`src/design/cic_pkg.sv`:
```
// Package for the CIC sinc decimator: request codes, fixed widths and the
// command and status structs between controller and datapath. No dependencies.
package cic_pkg;

  localparam int VAL_BITS = 64;
  localparam int SAMPLE_BITS = 32;
  localparam int ORD_W = 2;
  localparam int STAGE_W = 2;
  localparam int BIT_W = $clog2(VAL_BITS);

  localparam logic [1:0] REQ_SAMPLE = 2'd0;
  localparam logic [1:0] REQ_DUMP = 2'd1;
  localparam logic [1:0] REQ_CLR_ALL = 2'd2;
  localparam logic [1:0] REQ_CLR_CNT = 2'd3;

  typedef struct packed {
    logic               load;
    logic               integ_step;
    logic               cnt_inc;
    logic               comb_step;
    logic               div_load;
    logic               div_step;
    logic               div_pass;
    logic               finish;
    logic [STAGE_W-1:0] stage;
  } cmd_t;

  typedef struct packed {
    logic [ORD_W-1:0] ord;
    logic             count_zero;
  } sts_t;

endpackage

```
`src/design/cic_ctrl.sv`:
```
// Controller state machine for the CIC sinc decimator: sequences integrator,
// comb and divider steps. Depends on cic_pkg.
module cic_ctrl import cic_pkg::*; (
  input  logic       clk_i,
  input  logic       rst_ni,
  input  logic       in_valid_i,
  input  logic [1:0] in_req_i,
  output logic       in_ready_o,
  output logic       out_valid_o,
  input  logic       out_ready_i,
  input  sts_t       sts_i,
  output cmd_t       cmd_o
);

  localparam logic [2:0] S_IDLE = 3'd0;
  localparam logic [2:0] S_INTEG = 3'd1;
  localparam logic [2:0] S_COMB = 3'd2;
  localparam logic [2:0] S_DLOAD = 3'd3;
  localparam logic [2:0] S_DIV = 3'd4;
  localparam logic [2:0] S_FIN = 3'd5;

  logic [2:0]         state_q, state_d;
  logic [STAGE_W-1:0] stage_q, stage_d;
  logic [STAGE_W-1:0] pass_q, pass_d;
  logic [BIT_W-1:0]   bit_q, bit_d;
  logic               out_valid_q, out_valid_d;
  logic               last_stage, last_pass, last_bit;

  assign last_stage = stage_q == STAGE_W'(sts_i.ord - ORD_W'(1));
  assign last_pass = pass_q == STAGE_W'(sts_i.ord - ORD_W'(1));
  assign last_bit = bit_q == BIT_W'(VAL_BITS - 1);

  assign in_ready_o = state_q == S_IDLE;
  assign out_valid_o = out_valid_q;

  always_comb begin
    state_d = state_q;
    stage_d = stage_q;
    pass_d = pass_q;
    bit_d = bit_q;
    out_valid_d = out_valid_q & ~out_ready_i;
    cmd_o = '0;
    cmd_o.stage = stage_q;
    case (state_q)
      S_IDLE: begin
        if (in_valid_i) begin
          cmd_o.load = 1'b1;
          stage_d = '0;
          case (in_req_i)
            REQ_SAMPLE: state_d = S_INTEG;
            REQ_DUMP: state_d = S_COMB;
            default: state_d = S_IDLE;
          endcase
        end
      end
      S_INTEG: begin
        cmd_o.integ_step = 1'b1;
        if (last_stage) begin
          cmd_o.cnt_inc = 1'b1;
          state_d = S_IDLE;
        end else begin
          stage_d = stage_q + STAGE_W'(1);
        end
      end
      S_COMB: begin
        cmd_o.comb_step = 1'b1;
        if (last_stage) begin
          state_d = sts_i.count_zero ? S_FIN : S_DLOAD;
        end else begin
          stage_d = stage_q + STAGE_W'(1);
        end
      end
      S_DLOAD: begin
        cmd_o.div_load = 1'b1;
        bit_d = '0;
        pass_d = '0;
        state_d = S_DIV;
      end
      S_DIV: begin
        cmd_o.div_step = 1'b1;
        bit_d = bit_q + BIT_W'(1);
        if (last_bit) begin
          if (last_pass) begin
            state_d = S_FIN;
          end else begin
            cmd_o.div_pass = 1'b1;
            pass_d = pass_q + STAGE_W'(1);
          end
        end
      end
      S_FIN: begin
        if (!out_valid_q || out_ready_i) begin
          cmd_o.finish = 1'b1;
          out_valid_d = 1'b1;
          state_d = S_IDLE;
        end
      end
      default: state_d = S_IDLE;
    endcase
  end

  always_ff @(posedge clk_i or negedge rst_ni) begin
    if (!rst_ni) begin
      state_q <= S_IDLE;
      stage_q <= '0;
      pass_q <= '0;
      bit_q <= '0;
      out_valid_q <= 1'b0;
    end else begin
      state_q <= state_d;
      stage_q <= stage_d;
      pass_q <= pass_d;
      bit_q <= bit_d;
      out_valid_q <= out_valid_d;
    end
  end

endmodule

```
`config.mk`:
```
export PLATFORM = sky130hd
export DESIGN_NAME = cic_ctrl
export DESIGN_NICKNAME = d
export VERILOG_FILES = /design/src/design/cic_pkg.sv /design/src/design/cic_ctrl.sv
export SDC_FILE = /design/constraint.sdc
export NUM_CORES = 1
export LEC_CHECK = 0
export BUFFER_PORTS_ARGS = -buffer_cell sky130_fd_sc_hd__buf_2
export CORE_UTILIZATION = 38
export DETAILED_ROUTE_END_ITERATION = 12
export PLACE_DENSITY = 0.67
export RECOVER_POWER = 100
export SYNTH_ARGS = -nofsm -noshare
export SYNTH_HDL_FRONTEND = slang
export SYNTH_SLANG_ARGS = --single-unit
```
`constraint.sdc`:
```
create_clock -name clk_i -period 2.1 [get_ports clk_i]
set_input_delay 0.63 -clock clk_i [delete_from_list [all_inputs] [get_ports clk_i]]
set_output_delay 0.63 -clock clk_i [all_outputs]
set_load 0.02 [all_outputs]
```
# Yosys cells after proc, flatten, opt, wreduce, memory -nomap -nowiden
# Cells that the tools add are included.
# W data, S select, Z words.
dict set report classes {
  addsub 4
  n_eq_ne 17
  muxes 29
  n_bitwise 2
  n_reduce_logical 10
}
# op count
set op_table {}
lappend op_table {{$mux W3} 7}
lappend op_table {{$pmux W3 S6} 1}
lappend op_table {{$ne A2 B2 Y1 const B} 8}
lappend op_table {{$mux W2} 6}
lappend op_table {{$pmux W2 S2} 3}
lappend op_table {{$pmux W6 S2} 1}
lappend op_table {{$mux W1} 11}
lappend op_table {{$add A6 B1 Y6 const B} 1}
lappend op_table {{$eq A3 B2 Y1 const B} 2}
lappend op_table {{$eq A3 B3 Y1 const B} 2}
lappend op_table {{$eq A6 B6 Y1 const B} 1}
lappend op_table {{$reduce_and A3 Y1} 2}
lappend op_table {{$reduce_and A6 Y1} 1}
lappend op_table {{$add A2 B1 Y2 const B} 2}
lappend op_table {{$eq A2 B2 Y1} 2}
lappend op_table {{$reduce_bool A2 Y1} 2}
lappend op_table {{$eq A3 B1 Y1 const B} 1}
lappend op_table {{$logic_not A3 Y1} 1}
lappend op_table {{$eq A2 B1 Y1 const B} 1}
lappend op_table {{$logic_not A2 Y1} 1}
lappend op_table {{$reduce_or A2 Y1} 1}
lappend op_table {{$sub A2 B1 Y2 const B} 1}
lappend op_table {{$and A1 B1 Y1} 1}
lappend op_table {{$logic_not A1 Y1} 1}
lappend op_table {{2 further kinds} 2}
dict set report word_totals {
  reg_bits 14
  inputBits 9
  elab_cells 67
}

# Longest topological paths before layout
dict set report depth {
  word_depth 5
  depth_mapped 7
}

# Worst setup path before layout
# Ideal clock, no wire load.
dict set report synth_path {
  path_kind {flip-flop to output port}
  startpoint {register state_q[0]}
  endpoint {output port cmd_o[7] in the netlist's numbering}
  arrival_time_ps 1605
  setup_slack_ps -135
  path_stages_with_launch 4
  path_buffers 1
  path_cell_list {dfrtp_1 clkbuf_1 nor3b_1 and2_1}
}
# element line_no
set synth_lines {}
lappend synth_lines {{start: declaration} cic_ctrl.sv:22} ;# logic [2:0] state_q, state_d;
lappend synth_lines {{start signal: assignment} cic_ctrl.sv:110} ;# state_q <= state_d;
lappend synth_lines {{end: declaration} cic_ctrl.sv:12} ;# output cmd_t cmd_o

==> summary.md <==
| Metric | Value |
|---|---|
| Status | `completed` |
| Leading post-synthesis cells by cell area | `dfrtp_1 37%, nand2b_1 4.0%, nand2_1 3.6%, a311o_1 3.2%, o21ai_0 3.2%` |
| Vias in the first global route | `slightly above 800` |
| Final setup viols | `0` |
| P per Cell Area | `between 1000 and 1500 mW/mm^2` |
| Post-synth top area cell | `dfrtp_1` |
| Clk_lat worst skew | `280 ps` |
| Syn. warnings | `0` |
| Worst setup EP type | `output port` |
| Post-synth top cells | `14 x dfrtp_1, 9 x nand2_1, 6 x nand2b_1, 6 x o21ai_0` |
| Die Y | `51.60 um` |
| Reg clk slew, reported paths | `90 ps` |
| Post-synth ARST share | `1.000` |
| Synth top area share | `0.3748` |
| Crit path max-delay family | `simple AND/OR/NAND/NOR gates` |
| Fill cells | `237` |
| Crit start category | `register` |
| Final Cycle Share | `0.9932` |
| Post-layout minimum cycle time | `2086 ps` |
| WP data required | `approximately 1500 ps` |
| Hold_buf cts | `0` |
| Met3 usage | `0.03801` |
| Clock sink count | `14` |
| Antenna violations before repair | `0` |
| Share of cells above drive strength 1 | `0.3435` |
| R2R Path End | `pass_q[1]` |
| Slew HR | `0.4689` |
| Critical path peak fanout | `2` |
| Ports | `21` |
| Worst hold slack | `397.2 ps` |
| Mapped Area | `934.6 sq um` |
| Avg WL per Cell | `13.84 um` |
| Syn avg cell area | `9.537 sq um` |
| NumNets Final | `142` |
| F_max | `479.5 MHz` |
| Synth Instances | `slightly below 100` |
| First-pass GRT wire length | `roughly 3700 um` |
| Number of enable flip-flop cells after synthesis | `0` |
| Gr ovfl total | `0` |
| Worst Skew | `0.7565 ps` |
| Post-DP HPWL | `1557 um` |
| Setup TNS | `0 ps` |
| CTS Buffer Depth | `2` |
| Drt pass-1 iters | `4` |
| Synthesized Nets | `108` |
| Routed wire length | `2200 um` |
| Layer with the highest usage | `met2` |
| Sum of buffers and inverters on the critical path | `1` |
| DRC violations left | `0` |
| Largest net degree at the start of global routing | `18` |
| Number of routed nets with antenna violations | `0` |
| Dominant synthesized flop cell | `dfrtp_1` |
| Area growth from synthesis to layout | `29.58%` |
| Met1 Usage GRT | `0.2224` |
| Worst r2r src | `state_q[1]` |
| Vias | `861` |
| HP Class | `primary input to async pin` |
| Placeable Area | `0.002255 sq mm` |
| Final Hold Vio Count | `0` |
| Met2 usage | `0.3312` |
| Max_cap viols | `0` |
| CP peak stage delay | `370 ps` |
| Tot GR Track Use | `0.1849` |
| Crit Path Category | `register to output port` |
| Worst setup path startpoint | `bit_q[1]` |
| Critical Path Slowest Stage Cell | `dfrtp_1` |
| Root Driver | `clkbuf_4` |
| Count leader, synth | `dfrtp_1` |
| Distinct cells, synth | `40` |
| Register-to-Register Setup Slack | `420 ps` |
| Detailed Route Iter0 Violations | `19` |
| Peak VDD IR | `0.0006563 V` |
| Std-Cell Rows | `17` |
| R2R depth | `5` |
| Die width | `51.60 um` |
| LEAKAGE | `0.5469 nW` |
| Final Wtd Congestion | `0.7250` |
| Sequential area share after synthesis | `0.3748` |
| RSZ-0062 raised after global routing | `yes` |
| # port buffers | `20` |
| Initial core utilization | `0.4145` |
| Number of CTS-inserted buffers | `3` |
| Slew Limit Fails | `0` |
| Measured slew at the worst slew-check pin | `796.7 ps` |
| Via density | `5.415` |
| CTS tree | `yes` |
| H-tree levels | `1` |
| Critical Path AT | `around 1500 ps` |
| Synth Register Bits | `14` |
| Crit-path cells | `ha_2 -> and4_4 -> nand2_2 -> nor3_2 -> buf_4` |
| DIE AREA | `0.002662 sq mm` |
| Antenna Cells | `0` |
[cells by family (layout without fill, tap and decap cells)]
kind of cell             after synthesis  count (layout)  share of synthesized area
AND/OR/NAND/NOR                       37              37                     0.2450
AO/OA/AOI/OAI                         30              30                     0.2329
flip-flops                            14              14                     0.3748
buffers and inverters                 10              43                    0.07228
XOR/XNOR                               3               3                    0.02812
multiplexers                           3               3                    0.03347
adder cells (fa/ha/maj)                1               1                    0.01338
[power by group]
group          leakage [nW]  total, W  switching (W)  internal, W
clock                0.0210  0.000200      0.0000943     0.000106
sequential            0.184  0.000433      0.0000778     0.000356
combinational         0.342  0.000870       0.000489     0.000381
total                 0.547   0.00150       0.000661     0.000842
[through the flow]
step | area (sq um) | power [W] | cells | util | worst slack, ps
after global routing | 1211 | 0.001617 | 159 | 0.5372 | -64.75
after floorplan | 953.4 | 0.001022 | 98 | - | 4.345
after CTS | 1210 | 0.001511 | 157 | 0.5366 | -2.843
after global placement | 1127 | 0.001240 | 151 | 0.5000 | -14.37
after detailed placement | 1127 | 0.001267 | 151 | 0.5000 | -34.58
final | 1211 | 0.001504 | 159 | 0.5372 | 14.31
[layer usage]
metal / routed length [um] / part of all wire
met5: 0 / 0
met4: 13 / 0.0059
met3: 90 / 0.041
met2: 1095 / 0.50
met1: 1001 / 0.46
[cell type report]
class	instances	area (sq um)	area share
sequential	14	352.8	0.2913
inverter	5	31.28	0.02583
tap	28	35.03	0.02893
multi-input combinational	74	544.3	0.4494
clock buffer	4	36.28	0.02996
timing repair buffer	34	211.5	0.1746
[repair_timing]
item                       CTS  global route
setup endpoints to repair    3             3
resized for setup            8             7
buffers inserted             2             2
pin swaps                    1             4
[sequential cells by signal, summed over array words and instances (netlist names)]
name         count
state_q          3
bit_q            6
out_valid_o      1
pass_q           2
stage_q          2
[cells in the final DEF, fill, tap and decap left out, types with 3 or more instances in the layout]
master    instances
a21oi_1           4
a311o_1           3
buf_2             7
buf_4            13
buf_6             3
clkbuf_1          8
clkbuf_2          3
clkbuf_4          3
dfrtp_1          12
inv_1             4
nand2_1           8
nand2b_1          6
o21ai_0           7
[worst register-to-register path, stage by stage (launching register included)]
cell and delay, ps:
dfrtp_1 390, buf_4 230, nand3b_1 120, clkbuf_1 170
a2111oi_0 510, a311o_1 190
[worst max path at each step]
stage          cells past startpoint        to  slack, ps
2_1_floorplan                      3  cmd_o[7]          4
3_3_place_gp                       5  cmd_o[7]        -10
3_5_place_dp                       5  cmd_o[7]        -30
4_1_cts                            5  cmd_o[7]         -3
5_1_grt                            5  cmd_o[3]        -60
6_report                           5  cmd_o[3]         10
Note: power is estimated with default switching activity, not from simulation.
