File: src/design/cic_pkg.sv
// Package for the CIC sinc decimator: request codes, fixed widths and the
// command and status structs between controller and datapath. No dependencies.
package cic_pkg;

  localparam int VAL_BITS = 64;
  localparam int SAMPLE_BITS = 32;
  localparam int ORD_W = 2;
  localparam int STAGE_W = 2;
  localparam int BIT_W = $clog2(VAL_BITS);

  localparam logic [1:0] REQ_SAMPLE = 2'd0;
  localparam logic [1:0] REQ_DUMP = 2'd1;
  localparam logic [1:0] REQ_CLR_ALL = 2'd2;
  localparam logic [1:0] REQ_CLR_CNT = 2'd3;

  typedef struct packed {
    logic               load;
    logic               integ_step;
    logic               cnt_inc;
    logic               comb_step;
    logic               div_load;
    logic               div_step;
    logic               div_pass;
    logic               finish;
    logic [STAGE_W-1:0] stage;
  } cmd_t;

  typedef struct packed {
    logic [ORD_W-1:0] ord;
    logic             count_zero;
  } sts_t;

endpackage

File: src/design/cic_dp.sv
// Datapath for the CIC sinc decimator: order register, integrators, comb
// delays, sample counter, bit-serial divider and output register. Uses cic_pkg.
module cic_dp import cic_pkg::*; #(
  parameter int MAX_ORDER = 3,
  parameter int COUNT_BITS = 16,
  parameter int ACC_BITS = 64
) (
  input  logic                          clk_i,
  input  logic                          rst_ni,
  input  logic                          cfg_we_i,
  input  logic [ORD_W-1:0]              cfg_wdata_i,
  input  logic [1:0]                    in_req_i,
  input  logic signed [SAMPLE_BITS-1:0] in_sample_i,
  input  cmd_t                          cmd_i,
  output sts_t                          sts_o,
  output logic signed [VAL_BITS-1:0]    out_value_o,
  output logic                          out_error_o
);

  logic [ORD_W-1:0]      order_q;
  logic [ORD_W-1:0]      ord;
  logic [ACC_BITS-1:0]   sums_q [MAX_ORDER];
  logic [ACC_BITS-1:0]   sums_d [MAX_ORDER];
  logic [ACC_BITS-1:0]   dly_q [MAX_ORDER];
  logic [ACC_BITS-1:0]   dly_d [MAX_ORDER];
  logic [ACC_BITS-1:0]   opnd [MAX_ORDER];
  logic [COUNT_BITS-1:0] count_q, count_d;
  logic [ACC_BITS-1:0]   sample_q;
  logic [ACC_BITS-1:0]   carry_q, carry_d;
  logic [ACC_BITS-1:0]   dly_sel;
  logic [VAL_BITS-1:0]   val_ext;
  logic [VAL_BITS-1:0]   dq_q, dq_d;
  logic [COUNT_BITS-1:0] rem_q, rem_d;
  logic [COUNT_BITS:0]   rem_sh;
  logic                  rem_ge;
  logic                  neg_q, neg_d;
  logic [VAL_BITS-1:0]   out_value_q;
  logic                  out_error_q;

  assign ord = (order_q == '0 || int'(order_q) > MAX_ORDER) ? ORD_W'(1) : order_q;
  assign sts_o.ord = ord;
  assign sts_o.count_zero = count_q == '0;

  for (genvar k = 0; k < MAX_ORDER; k++) begin : g_opnd
    if (k == 0) begin : g_first
      assign opnd[k] = sample_q;
    end else begin : g_next
      assign opnd[k] = sums_q[k-1];
    end
  end

  assign val_ext = VAL_BITS'(signed'(carry_q));
  assign rem_sh = {rem_q, dq_q[VAL_BITS-1]};
  assign rem_ge = rem_sh >= {1'b0, count_q};

  always_comb begin
    sums_d = sums_q;
    dly_d = dly_q;
    count_d = count_q;
    carry_d = carry_q;
    dly_sel = '0;
    for (int k = 0; k < MAX_ORDER; k++) begin
      if (cmd_i.stage == STAGE_W'(k)) begin
        dly_sel = dly_q[k];
      end
    end
    if (cmd_i.load) begin
      case (in_req_i)
        REQ_DUMP: begin
          for (int k = 0; k < MAX_ORDER; k++) begin
            if (ord == ORD_W'(k + 1)) begin
              carry_d = sums_q[k];
            end
          end
        end
        REQ_CLR_ALL: begin
          for (int k = 0; k < MAX_ORDER; k++) begin
            sums_d[k] = '0;
            dly_d[k] = '0;
          end
          count_d = '0;
        end
        REQ_CLR_CNT: count_d = '0;
        default: ;
      endcase
    end
    for (int k = 0; k < MAX_ORDER; k++) begin
      if (cmd_i.stage == STAGE_W'(k)) begin
        if (cmd_i.integ_step) begin
          sums_d[k] = sums_q[k] + opnd[k];
        end
        if (cmd_i.comb_step) begin
          dly_d[k] = carry_q;
        end
      end
    end
    if (cmd_i.comb_step) begin
      carry_d = carry_q - dly_sel;
    end
    if (cmd_i.cnt_inc && count_q != '1) begin
      count_d = count_q + COUNT_BITS'(1);
    end
    if (cmd_i.finish) begin
      count_d = '0;
    end
  end

  always_comb begin
    dq_d = dq_q;
    rem_d = rem_q;
    neg_d = neg_q;
    if (cmd_i.div_load) begin
      neg_d = val_ext[VAL_BITS-1];
      dq_d = val_ext[VAL_BITS-1] ? -val_ext : val_ext;
      rem_d = '0;
    end
    if (cmd_i.div_step) begin
      dq_d = {dq_q[VAL_BITS-2:0], rem_ge};
      rem_d = rem_ge ? COUNT_BITS'(rem_sh - {1'b0, count_q}) : COUNT_BITS'(rem_sh);
      if (cmd_i.div_pass) begin
        rem_d = '0;
      end
    end
  end

  always_ff @(posedge clk_i or negedge rst_ni) begin
    if (!rst_ni) begin
      order_q <= ORD_W'(1);
      count_q <= '0;
      for (int k = 0; k < MAX_ORDER; k++) begin
        sums_q[k] <= '0;
        dly_q[k] <= '0;
      end
    end else begin
      if (cfg_we_i) begin
        order_q <= cfg_wdata_i;
      end
      count_q <= count_d;
      sums_q <= sums_d;
      dly_q <= dly_d;
    end
  end

  always_ff @(posedge clk_i) begin
    if (cmd_i.load) begin
      sample_q <= ACC_BITS'(in_sample_i);
    end
    carry_q <= carry_d;
    dq_q <= dq_d;
    rem_q <= rem_d;
    neg_q <= neg_d;
    if (cmd_i.finish) begin
      out_error_q <= sts_o.count_zero;
      out_value_q <= sts_o.count_zero ? '0 : (neg_q ? -dq_q : dq_q);
    end
  end

  assign out_value_o = signed'(out_value_q);
  assign out_error_o = out_error_q;

endmodule

File: config.mk
export PLATFORM = sky130hd
export DESIGN_NAME = cic_dp
export DESIGN_NICKNAME = d
export VERILOG_FILES = /design/src/design/cic_pkg.sv /design/src/design/cic_dp.sv
export SDC_FILE = /design/constraint.sdc
export NUM_CORES = 2
export LEC_CHECK = 0
export BUFFER_PORTS_ARGS = -buffer_cell sky130_fd_sc_hd__buf_2
export CAP_MARGIN = 0
export CORE_UTILIZATION = 45
export DETAILED_ROUTE_END_ITERATION = 7
export PLACE_DENSITY_LB_ADDON = 0.15
export REMOVE_ABC_BUFFERS = 1
export SETUP_SLACK_MARGIN = 0.2
export SLEW_MARGIN = 0
export SYNTH_ARGS = -nofsm -noshare
export SYNTH_HDL_FRONTEND = slang
export SYNTH_SLANG_ARGS = --single-unit
File: constraint.sdc
create_clock -name clk_i -period 12 [get_ports clk_i]
set_input_delay 1.2 -clock clk_i [delete_from_list [all_inputs] [get_ports clk_i]]
set_output_delay 1.2 -clock clk_i [all_outputs]
set_load 0.01 [all_outputs]
### Yosys cells after proc, flatten, opt, wreduce, memory -nomap -nowiden

Index checks and enable logic that the tools add are counted.

| word-level totals | value |
|---|---|
| register bits | 644 |
| bits of input ports | 49 |
| output and inout bits | 68 |
| logic and storage cells | 84 |

| cells by class | value |
|---|---|
| add/sub/neg operators | 8 |
| $lt $le $gt $ge | 1 |
| equality and inequality tests | 9 |
| multiplexer cells | 38 |
| reductions and logical operators | 13 |

Operators by type and width:

| operator | count |
|---|---|
| $mux W64 | 25 |
| $mux W192 | 4 |
| $add A64 B64 Y64 | 3 |
| $mux W16 | 8 |
| $neg A64 Y64 | 2 |
| $sub A64 B64 Y64 | 1 |
| $ge A17 B16 Y1 | 1 |
| $add A16 B1 Y16 const B | 1 |
| $logic_not A16 Y1 | 1 |
| $ne A16 B16 Y1 const B | 1 |
| $sub A16 B16 Y16 | 1 |
| $eq A2 B2 Y1 const B | 5 |
| $eq A2 B1 Y1 const B | 3 |
| $reduce_bool A2 Y1 | 3 |
| $reduce_bool A3 Y1 | 2 |
| $logic_not A2 Y1 | 2 |
| $reduce_bool A4 Y1 | 1 |
| $reduce_and A3 Y1 | 1 |
| $mux W2 | 1 |
| $reduce_and A2 Y1 | 1 |
| $reduce_or A2 Y1 | 1 |
| $logic_and A1 B1 Y1 | 1 |

### Depth between registers and ports, before layout

| depth | value |
|---|---|
| depth in word-level cells | 9 |
| mapped depth | 20 |
| depth with buffers taken out | 18 |

### Least setup slack after synthesis

No wires, ideal clock.

| timing path | value |
|---|---|
| path kind | input-to-reg |
| start point | input cmd_i[0] in the netlist's numbering |
| end point | register carry_q[59], data pin |
| setup time | 272 ps |
| arrival | 5671 ps |
| required time | 11728 ps |
| slack | 6057 ps |
| cell stages on the path | 18 |
| cell sequence | clkbuf_1 clkbuf_1 clkbuf_1 mux2i_1 o21ai_0 ha_1 nand2b_1 a211oi_1 o21ai_0 o21ai_1 a21oi_1 o41a_1 o41a_1 o31ai_1 a21oi_1 o21ai_0 xnor2_1 mux2i_1 |

| between the ends | value |
|---|---|
| longest elaborated chain between the ends | 6 |

Ends and longest elaborated chain:

| element | RTL line | source |
|---|---|---|
| from (decl) | cic_dp.sv:14 | `input cmd_t cmd_i,` |
| $logic_not A2 Y1 | cic_dp.sv:63 | `if (cmd_i.stage == STAGE_W'(k)) begin` |
| $mux W64 (2 in series) | cic_dp.sv:63 |  |
| $mux W64 * | cic_dp.sv:63 |  |
| $sub A64 B64 Y64 * | cic_dp.sv:98 | `carry_d = carry_q - dly_sel;` |
| $mux W64 * | cic_dp.sv:97 | `if (cmd_i.comb_step) begin` |
| net carry_d[59] | cic_dp.sv:29 | `logic [ACC_BITS-1:0] carry_q, carry_d;` |
| to (signal assigned) | cic_dp.sv:148 | `carry_q <= carry_d;` |
| to (decl) | cic_dp.sv:29 |  |

The timed path passes the listed nets; every way through them passes the cells marked *.
A chain may end at the register's enable or synchronous reset.

### Worst setup path after layout

| timing path | value |
|---|---|
| start point | input cmd_i[1] in the netlist's numbering |
| end point | register carry_q[59], data pin |

Same word-level chain as after synthesis.

==> flow_metrics.py <==
metrics = {
    "critical_path": {
        "required_ns": 12.39,
        "r2r_slack_ns": 6.98,
        "critical_path.max_fanout": 71,
        "cp_num_buf_inv": 3,
        "critPathCaptureType": "flop",
        "crit_path_frequent_cell": "a21oi_1",
        "max_stage_delay_ns": 0.70,
        "cp-start-kind": "input port",
        "crit_family": "compound AO/OA/AOI/OAI gates",
        "path_cells": "buf_2 > buf_4 > nor2b_4 > buf_4 > a21oi_1 > ha_1 > nand2b_1 > a211oi_1 > o21ai_0 > o21ai_1 > a21oi_1 > o41a_1 > o41a_1 > o31ai_1 > a21oi_1 > o21ai_0 > xnor2_1 > mux2i_1",
        "r2r_start": "opnd[64]",
        "r2r_cells": 15,
        "timing.rr.end": "opnd[58]",
        "critPathSlowestCell": "o31ai_1",
        "arrival_ns": 6.85,
        "criticalPathCategory": "in2reg",
    },
    "layout": {
        "area_delta_synth_final_pct": 9.754,
        "fin_cells": 6003,
        "utilization_pct": 49.95,
        "nets": 4999,
        "n_antenna_cell": 0,
        "drive_gt1_share_pct": 7.239,
    },
    "place": {
        "numPortBuffers": 116,
        "dp_hpwl_um": 82060,
        "routabilityCongestion": 0.8991,
        "dp.cells": 5857,
    },
    "yosys": {
        "synth_area_um2": 43300,
        "synth.area.mux_share_pct": 3.860,
        "synth_seq_cells": 644,
        "synthArstFlopShare_pct": 62.42,
        "synth_top_family_by_area": "compound AO/OA/AOI/OAI gates",
        "synth_cell_types": 84,
        "synth-seq-area-share_pct": 40.01,
        "synth-simple-area-share_pct": 13.44,
        "synth_ff_type": "dfrtp_1",
        "synthAdderAreaFrac_pct": 8.090,
        "synthXorXnorAreaFrac_pct": 7.342,
        "synth_area_leaders": "dfrtp_1 23%, edfxtp_1 17%, ha_1 7.9%",
        "synth-edff-count": 242,
        "synth_most_common_cell": "nand2_1",
        "synth_common_cells": "557 x nand2_1, 518 x o21ai_0, 401 x dfrtp_1",
        "synthCells": 4718,
        "avgSynthCellArea_um2": 9.178,
        "yosysTopAreaCellShare_pct": 23.17,
        "synth_area_leader_cell": "dfrtp_1",
        "synth-compound-area-share_pct": 23.89,
        "yosys_warnings": 0,
    },
    "grt": {
        "first_global_vias": 32990,
        "grt_max_degree": 147,
        "antenna_found_initial": 1,
        "gr-total-overflow": 0,
        "grt_pass1_wl_um": 181800,
        "grt_use_total_pct": 22.80,
    },
    "drt": {
        "num_vias": 34300,
        "post_drt_wl_per_cell_um": 18.60,
        "antenna_left": 0,
        "drc_errors": 0,
        "drtIter0Drc": 2484,
        "wirelength_um": 111600,
        "first_pass_iters": 5,
        "viasPerCell": 5.714,
    },
    "timing": {
        "setup-violations-final": 0,
        "worst_pin_slew_ns": 1.150,
        "skew_ns": 0.02822,
        "timing.setup.tns_ns": 0,
        "period_minus_slack_ns": 6.457,
        "maxSlewHeadroom_pct": 23.36,
        "rsz0062_at_grt": "false",
        "holdWs_ns": 0.4815,
        "fmax_ghz": 0.1549,
        "hold_viol": 0,
        "fin_crit_sh_pct": 53.80,
        "maxSlewViolCount": 0,
    },
    "clock_network": {
        "cts.root.buffer_cell": "clkbuf_16",
        "clock-sinks": 644,
        "cts-resized-gates": 0,
        "cts_setup_buffers": 0,
        "cts_tree": "yes",
        "clk_latency_ns": 0.66,
        "cts-hold-fix-buffers": 0,
        "htreeDepth": 3,
        "numCtsBuffers": 79,
        "clk_pin_slew_ns": 0.06,
        "cts_buffer_depth": 3,
    },
    "floorplanning": {
        "top_level_ports": 117,
        "die_y_um": 312.2,
        "dieArea_um2": 97480,
        "coreArea_um2": 95150,
        "initial_utilization_pct": 45.51,
        "num_rows": 113,
        "die_x_um": 312.2,
    },
    "power": {
        "ir_drop_mv": 0.1251,
        "finalPower_mw": 12.37,
        "p_leak_nw": 21.08,
        "powerDensity_nw_per_um2": 260.3,
    },
    "run": {
        "drv_cap": 0,
    },
    "hold_path": {
        "hp-class": "in2async",
    },
    "outcome": {
        "outcome": "completed",
    },
}
## cells by family after synthesis
family	count (synthesis)
adders and majority gates	277
DFF	644
buffers and inverters	384
muxes	166
and+or+nand+nor	1272
xor gates and xnor gates	363
AOI/OAI and AO/OA	1612
## layer usage
layer,wire length [um],global-route usage (%),vias up
li1,-,-,17260
met1,57530,34.90,16210
met2,46600,33.44,692
met3,4936,3.232,139
met4,2551,5.871,2
met5,8,0,-
## sequential cells by signal, summed over array words and instances (netlist names)
register and flops:
carry_q 64, count_q 16, dly_q 192, dq_q 64
neg_q 1, opnd 128, order_q 2, out_error_o 1
out_value_o 64, rem_q 16, sample_q 32, sums_q 64
## layout by cell type (no fill, tap or decap), drive strengths merged, types with 36 or more instances in the layout
cell and count:
a21o 161, a21oi 344, a22o 208, and3 37, buf 154, clkbuf 107, dfrtp 401, edfxtp 242
ha 272, inv 107, mux2i 158, nand2 557, nand2b 42, nand3 65, nand4 60, nor2 298
nor2b 36, nor3 36, o21ai 532, o21bai 51, o31ai 67, xnor2 145, xor2 218
## layout make-up
| cell class | count | area, um2 |
|---|---|---|
| inverter | 104 | 390.4 |
| fill | 8927 | 47620 |
| multi-input combinational | 3690 | 24590 |
| timing repair buffer | 154 | 895.9 |
| clock buffer | 107 | 2218 |
| tap | 1265 | 1583 |
| clock inverter | 39 | 514.2 |
| sequential | 644 | 17340 |
## stage by stage
step	setup slack [ns]	cell area [um2]
after floorplan	3.958	42240
after detailed placement	4.853	44800
final	5.543	47530
after global placement	4.890	44800
after CTS	5.559	47530
after global routing	4.933	47530
## how the worst max path moves through the flow
stage,start,end,slack [ns],cells past startpoint
2_1_floorplan,cmd_i[1],dly_q[128],3.96,3
3_3_place_gp,cmd_i[1],carry_q[59],4.89,18
3_5_place_dp,cmd_i[1],carry_q[59],4.85,18
4_1_cts,cmd_i[1],carry_q[59],5.56,18
5_1_grt,cmd_i[1],carry_q[59],4.93,18
6_report,cmd_i[1],carry_q[59],5.54,18
## worst register-to-register path: stages, from the launching register on
cell,delay [ns]
dfrtp_1,0.47
ha_1,0.25
inv_1,0.07
fa_1,0.40
nor2b_1,0.12
o21ai_0,0.11
a21o_1,0.21
a2111oi_0,0.60
o31ai_1,0.23
a2111oi_0,0.84
or2_2,0.28
a21oi_1,0.20
o41ai_1,0.59
a21boi_0,0.23
xor2_1,0.18
o21ai_0,0.15
## power breakdown
group	internal [mW]	switching, mW
sequential	3.13	0.954
combinational	2.48	3.31
clock	1.52	0.988
No activity file was read; power rests on OpenSTA's default activity.
